<file path="config.mk">
export PLATFORM = sky130hd
export DESIGN_NAME = sbrs_ram
export DESIGN_NICKNAME = d
export VERILOG_FILES = /design/src/rtl/core/spi_burst_register_slave_core_macros.svh /design/src/rtl/core/sbrs_ram.sv
export SDC_FILE = /design/constraint.sdc
export NUM_CORES = 2
export LEC_CHECK = 0
export ABC_AREA = 1
export BUFFER_PORTS_ARGS = -buffer_cell sky130_fd_sc_hd__buf_2
export CAP_MARGIN = 5
export CORE_UTILIZATION = 30
export CTS_CLUSTER_SIZE = 8
export DETAILED_ROUTE_END_ITERATION = 10
export PLACE_DENSITY = 0.45
export SETUP_SLACK_MARGIN = 0.15
export SYNTH_ARGS = -nofsm -noshare
export SYNTH_HDL_FRONTEND = slang
export SYNTH_SLANG_ARGS = --single-unit
</file>
<file path="constraint.sdc">
create_clock -name i_clk -period 4.91 [get_ports i_clk]
set_input_delay 0.982 -clock i_clk [delete_from_list [all_inputs] [get_ports i_clk]]
set_output_delay 0.982 -clock i_clk [all_outputs]
set_load 0.1 [all_outputs]
</file>
<file path="src/rtl/core/spi_burst_register_slave_core_macros.svh">
// assertion macros shared by the spi burst register slave core
`ifndef SPI_BURST_REGISTER_SLAVE_CORE_MACROS_SVH
`define SPI_BURST_REGISTER_SLAVE_CORE_MACROS_SVH

// same-cycle implication, checked outside reset
`define SBRS_ASSERT_NOW(label, clk, rst_n, ante, cons, msg) \
    label: assert property (@(posedge clk) disable iff (!rst_n) (ante) |-> (cons)) \
        else $error(msg);

// next-cycle implication, checked outside reset
`define SBRS_ASSERT_NEXT(label, clk, rst_n, ante, cons, msg) \
    label: assert property (@(posedge clk) disable iff (!rst_n) (ante) |=> (cons)) \
        else $error(msg);

`endif

</file>
<file path="src/rtl/core/sbrs_ram.sv">
// generic single-port ram with registered read
module sbrs_ram #(
    parameter int WIDTH = 8,
    parameter int DEPTH = 256
) (
    input  logic                     i_clk,
    input  logic                     i_we,
    input  logic                     i_re,
    input  logic [$clog2(DEPTH)-1:0] i_addr,
    input  logic [WIDTH-1:0]         i_wdata,
    output logic [WIDTH-1:0]         o_rdata
);
    logic [WIDTH-1:0] r_mem [DEPTH];
    logic [WIDTH-1:0] r_rdata;

    // write port and registered read
    always_ff @(posedge i_clk) begin
        if (i_we) begin
            r_mem[i_addr] <= i_wdata;
        end
        if (i_re) begin
            r_rdata <= r_mem[i_addr];
        end
    end

    assign o_rdata = r_rdata;
endmodule

</file>
==> impl_metrics.toml <==
[global_routing]
grt_pass1_wl_mm = 379
grt_pass1_vias = 55500
grt-ovfl-total = 0
track_usage = 0.178
antenna_found_initial = 17
grt_max_degree = 147

[sta]
finalSetupViolCount = 0
maxSlewHeadroom = 0.282
hold_viol = 0
finalWorstPathRequiredPeriod_ns = 3.32
worstMarginPinSlew_ns = 1.07
fmax_ghz = 0.301
rsz0062_at_grt = "no"
finalCritPeriodShare = 0.677
report.final.slew_viol_count = 0
fin_worst_skew_ns = 0.0531
fin_setup_tns_ns = 0

[cts]
cts.path.max_buffers = 4
cts.sinks = 2056
cts_tree = "done"
insertion_delay_ns = 0.84
cts_setup_buffers = 0
htreeDepth = 5
path_clk_slew_ns = 0.05
cts-hold-fix-buffers = 0
cts-resized-gates = 0
clockRootBuffer = "clkbuf_16"
cts_inserted_buffers = 299

[run_status]
status = "complete, no violations"

[place]
hpwlAfterDp_mm = 150
io_buffer_count = 26
place.gp.congestion = 0.826

[run]
cap_viol_max_count = 0

[floorplanning]
die_w_um = 534
fp-row-count = 194
die_area_mm2 = 0.285
fp.dieH_um = 534
start_util = 0.303
design.core.area_mm2 = 0.280
pin_count = 27

[worst_setup_path]
cp_slowest_cell = "o21ai_0"
cp-startpoint = "i_addr[0]"
crit_buf_inv = 4
reg2regPathDepth = 12
endpoint = "o_rdata[2]"
r2r-start = "r_mem[179][2]"
crit_fanout = 36
critical_path_arrival_ns = 3.87
r2r_slack_ns = 2.28
crit_type = "input pin to register"
worst-path-stages = 16
crit_top_cell = "nand2_1"
critPathTopFamily = "simple AND/OR/NAND/NOR gates"
cp_cell_sequence = "buf_8, inv_8, buf_4, buf_4, nand2_1, nand2_1, nand2_1, nand2_1, nand2_1, nand2_1, o21ai_0, nand2_1, nor2_1, nor2_1, nor2_1, nand2_1"
cpPeakStageDelay_ns = 0.52
worstSetupEndpointType = "register"
rr_endpoint = "o_rdata[2]"
crit_path_start_kind = "input pin"
worst_ep_required_time_ns = 5.46

[logic_synthesis]
synth_seq_cells = 2056
ys_top_cells_by_area = "edfxtp_1 (73%), nand2_1 (21%), nor2_1 (1.6%)"
synth_edf_count = 2056
ys_types = 17
yosys_warnings = 0
syn_area_mm2 = 0.0849
async_reset_ff_frac = 0
syn_nets = 8040
post-synth-top-count-cell = "nand2_1"
synthFlopType = "edfxtp_1"
netlist_top_cells_count = "nand2_1 (4770), edfxtp_1 (2056), nor2_1 (361)"
syn_inst = 8021
yosysSeqAreaShare = 0.727
synthDominantCellAreaShare = 0.727
syn_area_per_cell_um2 = 10.6
synth_area_leader_cell = "edfxtp_1"

[hold_path]
hp-class = "input pin to register"
hp-start = "i_wdata[2]"

[layout]
drive_gt1_frac = 0.0700
layout.nets = 8150
fillers = 27900
fin_util = 0.349
syn2layout_area_growth_pct = 15.3

[detailed_routing]
drtIter0Drc = 4446
vias = 55200
drt-total-wl_mm = 257
drtPass1Iterations = 5
postRouteAntennaNets = 0
viasPerCell = 4.65
wire_per_inst_um = 21.7
route.detailed.drc = 0

[pwr]
powerDensity_mw_per_mm2 = 405
ir_drop_mv = 0.269
p_leak_nw = 38.2
per-stage QoR:
step	cells	area [um^2]	hold WS [ns]	total power, W	setup WS [ns]
detailed placement	11600	90100	0.993	0.0220	0.789
global placement	11600	90100	0.984	0.0220	0.783
finish	11900	97900	0.589	0.0397	1.59
global route	11900	97900	0.571	0.0409	1.52
CTS	11900	97900	0.548	0.0401	1.67
floorplan	8021	84900	0.864	0.0209	2.09
cell type report:
class / instances / area, um^2 / area share
clock buffer: 308 / 7580 / 0.0774
multi-input combinational: 5513 / 21300 / 0.217
sequential: 2056 / 61700 / 0.630
antenna: 5 / 12.5 / 0.000128
tap: 3724 / 4660 / 0.0476
inverter: 35 / 165 / 0.00169
clock inverter: 15 / 229 / 0.00234
timing repair buffer: 226 / 2280 / 0.0233
state kept, by name (all words and copies together), names as in the netlist:
register,flops
o_rdata,8
r_mem,2048
cells by family after synthesis:
family                 synth area share
AOI/OAI and AO/OA                0.0113
buffers and inverters            0.0236
DFF                               0.727
and+or+nand+nor                   0.238
where the power goes:
| group | total [W] | switching (W) | internal, W |
|---|---|---|---|
| Sequential | 0.0194 | 0.0000268 | 0.0194 |
| Clock | 0.0180 | 0.00719 | 0.0108 |
| Combinational | 0.00223 | 0.00174 | 0.000485 |
layer usage:
layer  GRT usage  routed length, um
met5           0                 13
met4      0.0527               7110
met3      0.0212              11600
met2       0.292             121000
met1       0.248             118000
cell usage in the layout, fill, tap and decap left out, types with 29 or more instances in the layout:
cell / count
nand2_1: 4754
edfxtp_1: 2056
nor2_1: 356
clkbuf_16: 302
nand3_1: 188
buf_4: 156
o21ai_1: 119
buf_12: 44
o21ai_0: 41
a21oi_1: 32
inv_1: 29
how the worst min path moves through the flow:
stage | slack [ns] | end | depth (start not counted)
after floorplan | 0.86 | o_rdata[0] | 10
after global routing | 0.57 | o_rdata[3] | 1
after detailed placement | 0.99 | o_rdata[0] | 10
after global placement | 0.98 | o_rdata[0] | 10
after CTS | 0.55 | o_rdata[3] | 1
final | 0.59 | r_mem[146][2] | 1
No activity file was read; power rests on OpenSTA's default activity.
