--- src/rtl/core/spi_burst_register_slave_core_macros.svh ---
// assertion macros shared by the spi burst register slave core
`ifndef SPI_BURST_REGISTER_SLAVE_CORE_MACROS_SVH
`define SPI_BURST_REGISTER_SLAVE_CORE_MACROS_SVH

// same-cycle implication, checked outside reset
`define SBRS_ASSERT_NOW(label, clk, rst_n, ante, cons, msg) \
    label: assert property (@(posedge clk) disable iff (!rst_n) (ante) |-> (cons)) \
        else $error(msg);

// next-cycle implication, checked outside reset
`define SBRS_ASSERT_NEXT(label, clk, rst_n, ante, cons, msg) \
    label: assert property (@(posedge clk) disable iff (!rst_n) (ante) |=> (cons)) \
        else $error(msg);

`endif

--- src/rtl/core/sbrs_pkg.sv ---
// types and constants of the spi burst register slave core
package sbrs_pkg;

    // default address width of the register store
    localparam int ADDR_BITS_DEF = 16;

    // header field layout
    localparam int BYTE_W     = 8;
    localparam int LEN_W      = 15;
    localparam int LEN_HI_W   = 7;
    localparam int WRITE_BIT  = 7;

    // frame phase
    typedef enum logic [2:0] {
        PH_IDLE,
        PH_ADDR_LO,
        PH_CTRL,
        PH_LEN_LO,
        PH_DATA
    } t_phase;

    // store access issued with an accepted word
    typedef struct packed {
        logic we;
        logic re;
    } t_mem_req;

    // per-word control carried to the output side
    typedef struct packed {
        logic rd;
        logic data_phase;
        logic last;
    } t_stage_info;

endpackage

--- src/rtl/core/sbrs_frame_ctrl.sv ---
// frame decoder: header parsing, address and length counters, store access
module sbrs_frame_ctrl #(
    parameter int ADDR_BITS = sbrs_pkg::ADDR_BITS_DEF
) (
    input  logic                  i_clk,
    input  logic                  i_rst_n,
    input  logic                  i_accept,
    input  logic                  i_frame_start,
    input  logic [7:0]            i_mosi_byte,
    output sbrs_pkg::t_mem_req    o_mem,
    output logic [ADDR_BITS-1:0]  o_addr,
    output sbrs_pkg::t_stage_info o_info
);
    import sbrs_pkg::*;

    t_phase               r_phase, n_phase;
    logic [ADDR_BITS-1:0] r_addr, n_addr;
    logic [LEN_W-1:0]     r_left, n_left;
    logic                 r_write, n_write;
    logic [LEN_W-1:0]     w_len_full;

    // full length once the low byte arrives
    assign w_len_full = {r_left[LEN_W-1:BYTE_W], i_mosi_byte};

    // next state
    always_comb begin
        n_phase = r_phase;
        n_addr  = r_addr;
        n_left  = r_left;
        n_write = r_write;
        if (i_accept) begin
            if (i_frame_start) begin
                // a new frame always restarts the header
                n_addr  = ADDR_BITS'({i_mosi_byte, 8'h00});
                n_left  = '0;
                n_write = 1'b0;
                n_phase = PH_ADDR_LO;
            end else begin
                case (r_phase)
                    PH_IDLE: begin
                        n_phase = PH_IDLE;
                    end
                    PH_ADDR_LO: begin
                        n_addr  = r_addr | ADDR_BITS'(i_mosi_byte);
                        n_phase = PH_CTRL;
                    end
                    PH_CTRL: begin
                        n_write = i_mosi_byte[WRITE_BIT];
                        n_left  = {i_mosi_byte[LEN_HI_W-1:0], 8'h00};
                        n_phase = PH_LEN_LO;
                    end
                    PH_LEN_LO: begin
                        n_left  = w_len_full;
                        n_phase = (w_len_full == '0) ? PH_IDLE : PH_DATA;
                    end
                    PH_DATA: begin
                        n_addr = r_addr + ADDR_BITS'(1);
                        n_left = r_left - LEN_W'(1);
                        if (r_left == LEN_W'(1)) begin
                            n_phase = PH_IDLE;
                        end
                    end
                    default: begin
                        n_phase = PH_IDLE;
                    end
                endcase
            end
        end
    end

    // store access and word flags
    always_comb begin
        o_mem  = '0;
        o_info = '0;
        if (i_accept && !i_frame_start) begin
            case (r_phase)
                PH_DATA: begin
                    o_mem.we          = r_write;
                    o_mem.re          = !r_write;
                    o_info.rd         = !r_write;
                    o_info.data_phase = 1'b1;
                    o_info.last       = (r_left == LEN_W'(1));
                end
                default: begin
                    o_mem  = '0;
                    o_info = '0;
                end
            endcase
        end
    end

    assign o_addr = r_addr;

    // state registers
    always_ff @(posedge i_clk) begin
        if (!i_rst_n) begin
            r_phase <= PH_IDLE;
            r_addr  <= '0;
            r_left  <= '0;
            r_write <= 1'b0;
        end else begin
            r_phase <= n_phase;
            r_addr  <= n_addr;
            r_left  <= n_left;
            r_write <= n_write;
        end
    end
endmodule

--- config.mk ---
export PLATFORM = sky130hd
export DESIGN_NAME = sbrs_frame_ctrl
export DESIGN_NICKNAME = d
export VERILOG_FILES = /design/src/rtl/core/spi_burst_register_slave_core_macros.svh /design/src/rtl/core/sbrs_pkg.sv /design/src/rtl/core/sbrs_frame_ctrl.sv
export SDC_FILE = /design/constraint.sdc
export NUM_CORES = 1
export LEC_CHECK = 0
export ABC_AREA = 1
export BUFFER_PORTS_ARGS = -buffer_cell sky130_fd_sc_hd__buf_2
export CAP_MARGIN = 10
export CORE_ASPECT_RATIO = 0.5
export CORE_UTILIZATION = 55
export CTS_BUF_LIST = sky130_fd_sc_hd__clkbuf_16
export DETAILED_ROUTE_END_ITERATION = 7
export PLACE_DENSITY_LB_ADDON = 0.05
export SKIP_CTS_REPAIR_TIMING = 1
export SYNTH_ARGS = -nofsm -noshare
export SYNTH_HDL_FRONTEND = slang
export SYNTH_SLANG_ARGS = --single-unit
export TNS_END_PERCENT = 5
--- constraint.sdc ---
create_clock -name i_clk -period 2.6 [get_ports i_clk]
set_input_delay 0.52 -clock i_clk [delete_from_list [all_inputs] [get_ports i_clk]]
set_output_delay 0.52 -clock i_clk [all_outputs]
set_load 0.05 [all_outputs]
==> results of run 1 <==
-- metrics by stage --
step,power [W],instance area (um^2)
3_3_place_gp,0.0009253,2665
5_1_grt,0.001573,2799
3_5_place_dp,0.0009332,2665
4_1_cts,0.001494,2799
6_report,0.001494,2799
2_1_floorplan,0.0008604,2506
-- path summary, 6_finish.rpt --
| path | start | end | slack (ps) | depth (start not counted) |
|---|---|---|---|---|
| min reg2reg | r_left[1] | r_left[1] | 500 | 2 |
| min | r_left[1] | r_left[1] | 500 | 2 |
| max | r_phase[0] | o_info[0] | 280 | 6 |
| max reg2reg | r_phase[0] | r_left[9] | 590 | 7 |
-- routing by layer --
layer | GRT usage | up-vias
li1 | - | 1375
met1 | 0.4155 | 1261
met2 | 0.4660 | 81
met3 | 0.07376 | 4
met4 | 0.04975 | 0
met5 | 0 | -
-- cell usage after synthesis, drive strengths merged, types with 2 or more instances --
cell    instances
o21ai          33
inv            52
o21bai          4
nand4           3
nor3            5
nor2           55
a21boi          2
buf             7
dfxtp          35
nand3          36
a21oi          45
nand2         115
o22ai           3
clkbuf          3
ha              3
-- cell families after synthesis --
kind of cell / count (synthesis)
and+or+nand+nor: 216
AOI/OAI and AO/OA: 91
buffers and inverters: 62
DFF: 35
adders and majority gates: 3
-- state kept, by name, indices dropped and copies added (netlist names) --
| register | count |
|---|---|
| o_addr | 16 |
| r_left | 15 |
| r_phase | 3 |
| r_write | 1 |
-- cells in the final DEF (no fill, tap or decap), types with 3 or more instances in the layout --
| cell type | instances |
|---|---|
| nand4_1 | 3 |
| inv_4 | 3 |
| nor2_2 | 6 |
| nand3_1 | 34 |
| nand2_2 | 5 |
| inv_1 | 45 |
| o21ai_0 | 25 |
| o21ai_1 | 6 |
| nor2_1 | 46 |
| ha_1 | 3 |
| dfxtp_1 | 35 |
| inv_2 | 4 |
| clkbuf_16 | 5 |
| nand2_1 | 109 |
| o21bai_1 | 4 |
| buf_2 | 32 |
| o22ai_1 | 3 |
| a21oi_1 | 43 |
-- worst max-delay path: stages (launching register included) --
cell	delay, ps
dfxtp_1	330
inv_2	80
nand3_2	340
nor3_4	270
inv_1	130
nor2_1	110
buf_2	260
-- power groups by stage --
stage          Clock, W  Combinational [W]  Sequential (W)
6_report       0.000565           0.000335        0.000594
3_5_place_dp          0           0.000330        0.000603
3_3_place_gp          0           0.000323        0.000603
2_1_floorplan         0           0.000211        0.000649
4_1_cts        0.000570           0.000331        0.000593
5_1_grt        0.000603           0.000373        0.000597
-- cell type report --
type	instances	share of cell area
well taps	54	0.02414
flip-flops and latches	35	0.2503
repair buffers	32	0.05722
clock inverters	2	0.003129
inverters	52	0.07242
clock buffers	5	0.04470
multi-input cells	310	0.5481
==> impl_metrics.toml, run 1 <==
[setup_path]
worst_ep_arrival_time_ps = 1800
timing.critical_path.to_type = "output pin"
cp-start-kind = "register"
required_ps = 2080
crit_fanout = 12
worstSetupPathType = "reg2out"

[route]
first_iter_violations = 262
routed_wl_um = 6610
num_vias = 2721
top_layer = "met4"
wl_per_cell_um = 13.49
viasPerCell = 5.553
drc = 0
wl_met2_um = 2897
wl_met1_um = 3245
dr.pass1.iters = 5
wl_met3_um = 425
ant_nets = 0

[finish]
area_delta_synth_final_pct = 12.30
final_util = 0.6787
multi_input_area_mm2 = 0.001534
fin_nets = 451
fin_cells = 490
seq_area_um2 = 700.7
drive_gt1_frac = 0.1606
num-fill-cells = 382
n_antenna_cell = 0

[logic_synthesis]
synth_compound_area_frac = 0.2063
synth_warnings = 0
synthArstFlopShare = 0
syn_nets = 422
synth_top_family_by_area = "simple AND/OR/NAND/NOR gates"
muxShareOfSynthArea = 0
synth_area_leader_cell = "dfxtp_1"
syn-cell-area_mm2 = 0.002492
synth_top_area_share = 0.2811
ys_seq_elements = 35
synth_area_leaders = "dfxtp_1 28%, nand2_1 16%, a21oi_1 8.6%"
ys.flop_type = "dfxtp_1"
synth.yosys.seq_area_share = 0.2811
synth_edf_count = 0
synth_area_per_cell_um2 = 6.124
synth_cell_type_count = 36
yosys.area_share.simple = 0.3886
synthAdderAreaFrac = 0.01506
synthCells = 407
synth_xor_xnor_area_share = 0

[placement]
port-buffer-count = 32
gp_congestion = 0.8992
place_ws_ps = 520.6
dp.cells = 483
hpwl_um = 4949

[outcome]
status = "finished, final reports clean"

[global_routing]
grt_pass1_wl_um = 11320
antenna_found_initial = 0
grt_overflow = 0
grt.total_usage = 0.2958
grt_pass1_vias = 2404
grt_max_degree = 25

[timing]
fin_crit_ps = 2324
rsz0062_at_grt = "no"
worst_pin_slew_ps = 673.2
fin_worst_skew_ps = 7.780
fin_tns_setup_ps = 0
finalMaxSlewViolations = 0
fmax_ghz = 0.4303
maxSlewHeadroom = 0.5507
timing.final.hold_violations = 0
holdWs_ps = 502.4
finalSetupViolCount = 0
worst_slack_ps = 276.1
period_share = 0.8938

[floorplanning]
initial_core_util = 0.6044
fp.dieW_um = 97.20
die_area_mm2 = 0.004821
row_count = 16
die_h_um = 49.60
core_area_mm2 = 0.004124
ios = 33

[hold_path]
hp-class = "reg2reg"

[power]
p_leak_nw = 1.262
p_switching_w = 0.0004907
p_per_area_mw_per_mm2 = 533.6
sequentialPowerShare = 0.397
p_sw_frac = 0.3286
ir_worst_vdd_mv = 0.3160
clkPwrFrac = 0.379
pwr-share-comb = 0.224
internal_power_w = 0.001003

[clocking]
root_buffer = "clkbuf_16"
insertion_delay_ps = 280
clkSinkCount = 35
clock_tree.buffer_depth = 2
clkTransAtPathRegs_ps = 60
tritoncts = "yes"
htreeDepth = 2
numCtsBuffers = 5

[job]
maxCapViolCount = 0
(Power assumes the default switching activity.)
==> run 2: changes to the inputs <==
--- a/config.mk
+++ b/config.mk
@@ -9,7 +9,7 @@
 export BUFFER_PORTS_ARGS = -buffer_cell sky130_fd_sc_hd__buf_2
 export CAP_MARGIN = 10
 export CORE_ASPECT_RATIO = 0.5
-export CORE_UTILIZATION = 55
+export CORE_UTILIZATION = 30
 export CTS_BUF_LIST = sky130_fd_sc_hd__clkbuf_16
 export DETAILED_ROUTE_END_ITERATION = 7
 export PLACE_DENSITY_LB_ADDON = 0.05
==> constraint.sdc (replaced) <==
create_clock -name i_clk -period 2.7 [get_ports i_clk]
set_input_delay 0.54 -clock i_clk [delete_from_list [all_inputs] [get_ports i_clk]]
set_output_delay 0.54 -clock i_clk [all_outputs]
set_load 0.05 [all_outputs]
==> impl_metrics.toml, run 2 (synthesis results as in run 1) <==
[setup_path]
worst_ep_arrival_time_ps = 1780
required_ps = 2160
ff2ff_path_depth = 7
worstPathCellList = "inv_2 -> nand3_2 -> nor3_4 -> inv_1 -> nor2_1 -> buf_2"
timing.critical_path.to_type = "output pin"
regToRegSetupSlack_ps = 720
cp_slowest_stage_delay_ps = 350
crit_fanout = 12
cp-start-kind = "register"
slowest_stage = "nand3_2"
crit_start = "r_phase[0]"
critPathCapture = "o_info[0]"
r2r-end = "r_left[11]"
reg2reg_from = "r_phase[0]"
worstSetupPathType = "reg2out"

[finish]
final_util = 0.3575
area_delta_synth_final_pct = 15.16
n_antenna_cell = 0
largest_reg_flops = 16
drive_gt1_frac = 0.1602
layout_commonest_cell = "nand2_1"
layout_common_cells = "109 x nand2_1, 47 x inv_1, 46 x nor2_1, 43 x a21oi_1, 35 x dfxtp_1"
fin_nets = 451

[route]
drc = 0
dr.pass1.iters = 4
num_vias = 2610
ant_nets = 0
first_iter_violations = 153
routed_wl_um = 7536
viasPerCell = 4.754
wl_per_cell_um = 13.73

[clocking]
root_buffer = "clkbuf_16"
clkSinkCount = 35
insertion_delay_ps = 280
clock_tree.buffer_depth = 2
clkTransAtPathRegs_ps = 60
tritoncts = "yes"
numCtsBuffers = 5
htreeDepth = 2

[power]
p_leak_nw = 1.271
p_per_area_mw_per_mm2 = 507.6
ir_worst_vdd_mv = 0.2597
total_power_w = 0.001457

[job]
maxCapViolCount = 0

[floorplanning]
core_area_mm2 = 0.008029
row_count = 23
initial_core_util = 0.3104
fp.dieW_um = 130.9
die_h_um = 66.45
die_area_mm2 = 0.008698
ios = 33

[timing]
timing.final.hold_violations = 0
period_share = 0.8584
fin_tns_setup_ps = 0
finalSetupViolCount = 0
maxSlewHeadroom = 0.5116
worst_pin_slew_ps = 731.8
rsz0062_at_grt = "no"
fmax_ghz = 0.4315
fin_crit_ps = 2318
fin_worst_skew_ps = 5.602
finalMaxSlewViolations = 0

[global_routing]
grt_max_degree = 25
grt_pass1_wl_um = 12610
grt_overflow = 0
grt.total_usage = 0.1918
grt_use_met3 = 0.04337
grtUsageMet1 = 0.2684
antenna_found_initial = 0
grt_pass1_vias = 2509
met2_usage = 0.3022
top_usage_layer = "met2"

[outcome]
status = "finished, final reports clean"

[hold_path]
worstHoldStart = "r_left[1]"
hp-class = "reg2reg"

[placement]
hpwl_um = 5840
gp_congestion = 0.8420
port-buffer-count = 32
-- run 2: changes by cell type in the layout (fill, tap and decap cells not counted), sizes merged --
| cell | previous run | this run |
|---|---|---|
| inv | 52 | 54 |
| clkinv | 2 | 1 |
-- run 2: how the worst min path moves through the flow --
| stage | end | slack, ps | cells past startpoint |
|---|---|---|---|
| after floorplan | r_write | 460 | 2 |
| after global placement | r_left[1] | 470 | 2 |
| after detailed placement | r_left[1] | 480 | 2 |
| after CTS | r_left[1] | 480 | 2 |
| after global routing | r_write | 520 | 2 |
| final | r_left[1] | 490 | 2 |
-- run 2: layout make-up --
cell class              instances  area (um^2)
clock buffers                   5        125.1
well taps                     112        140.1
inverters                      52        202.7
repair buffers                 32        160.2
flip-flops and latches         35        700.7
multi-input cells             310         1529
fillers                       928         5159
clock inverters                 3        12.51
-- run 2: metal layers --
layer  vias to the layer above  share of wire
li1                       1382              -
met1                      1196           0.54
met2                        28           0.42
met3                         4          0.034
met4                         0         0.0037
met5                         -              0
-- run 2: worst max-delay path, delay by kind of cell, from the launching register on --
family,cells,cell delay [ps]
buffers and inverters,3,450
DFF,1,330
and+or+nand+nor,3,720
-- run 2: where the power goes --
part           internal, W  switching, W
registers         0.000542     0.0000293
clock network     0.000334      0.000227
logic            0.0000920      0.000234
-- run 2: per-stage QoR --
stage / cells / hold slack [ps] / worst slack [ps] / instance area, um^2
finish: 549 / 485.5 / 382.3 / 2870
global route: 549 / 521.3 / 221.0 / 2870
CTS: 549 / 484.5 / 363.8 / 2870
detailed placement: 541 / 477.0 / 571.5 / 2733
global placement: 541 / 474.3 / 589.4 / 2733
floorplan: 407 / 456.1 / 30.52 / 2501
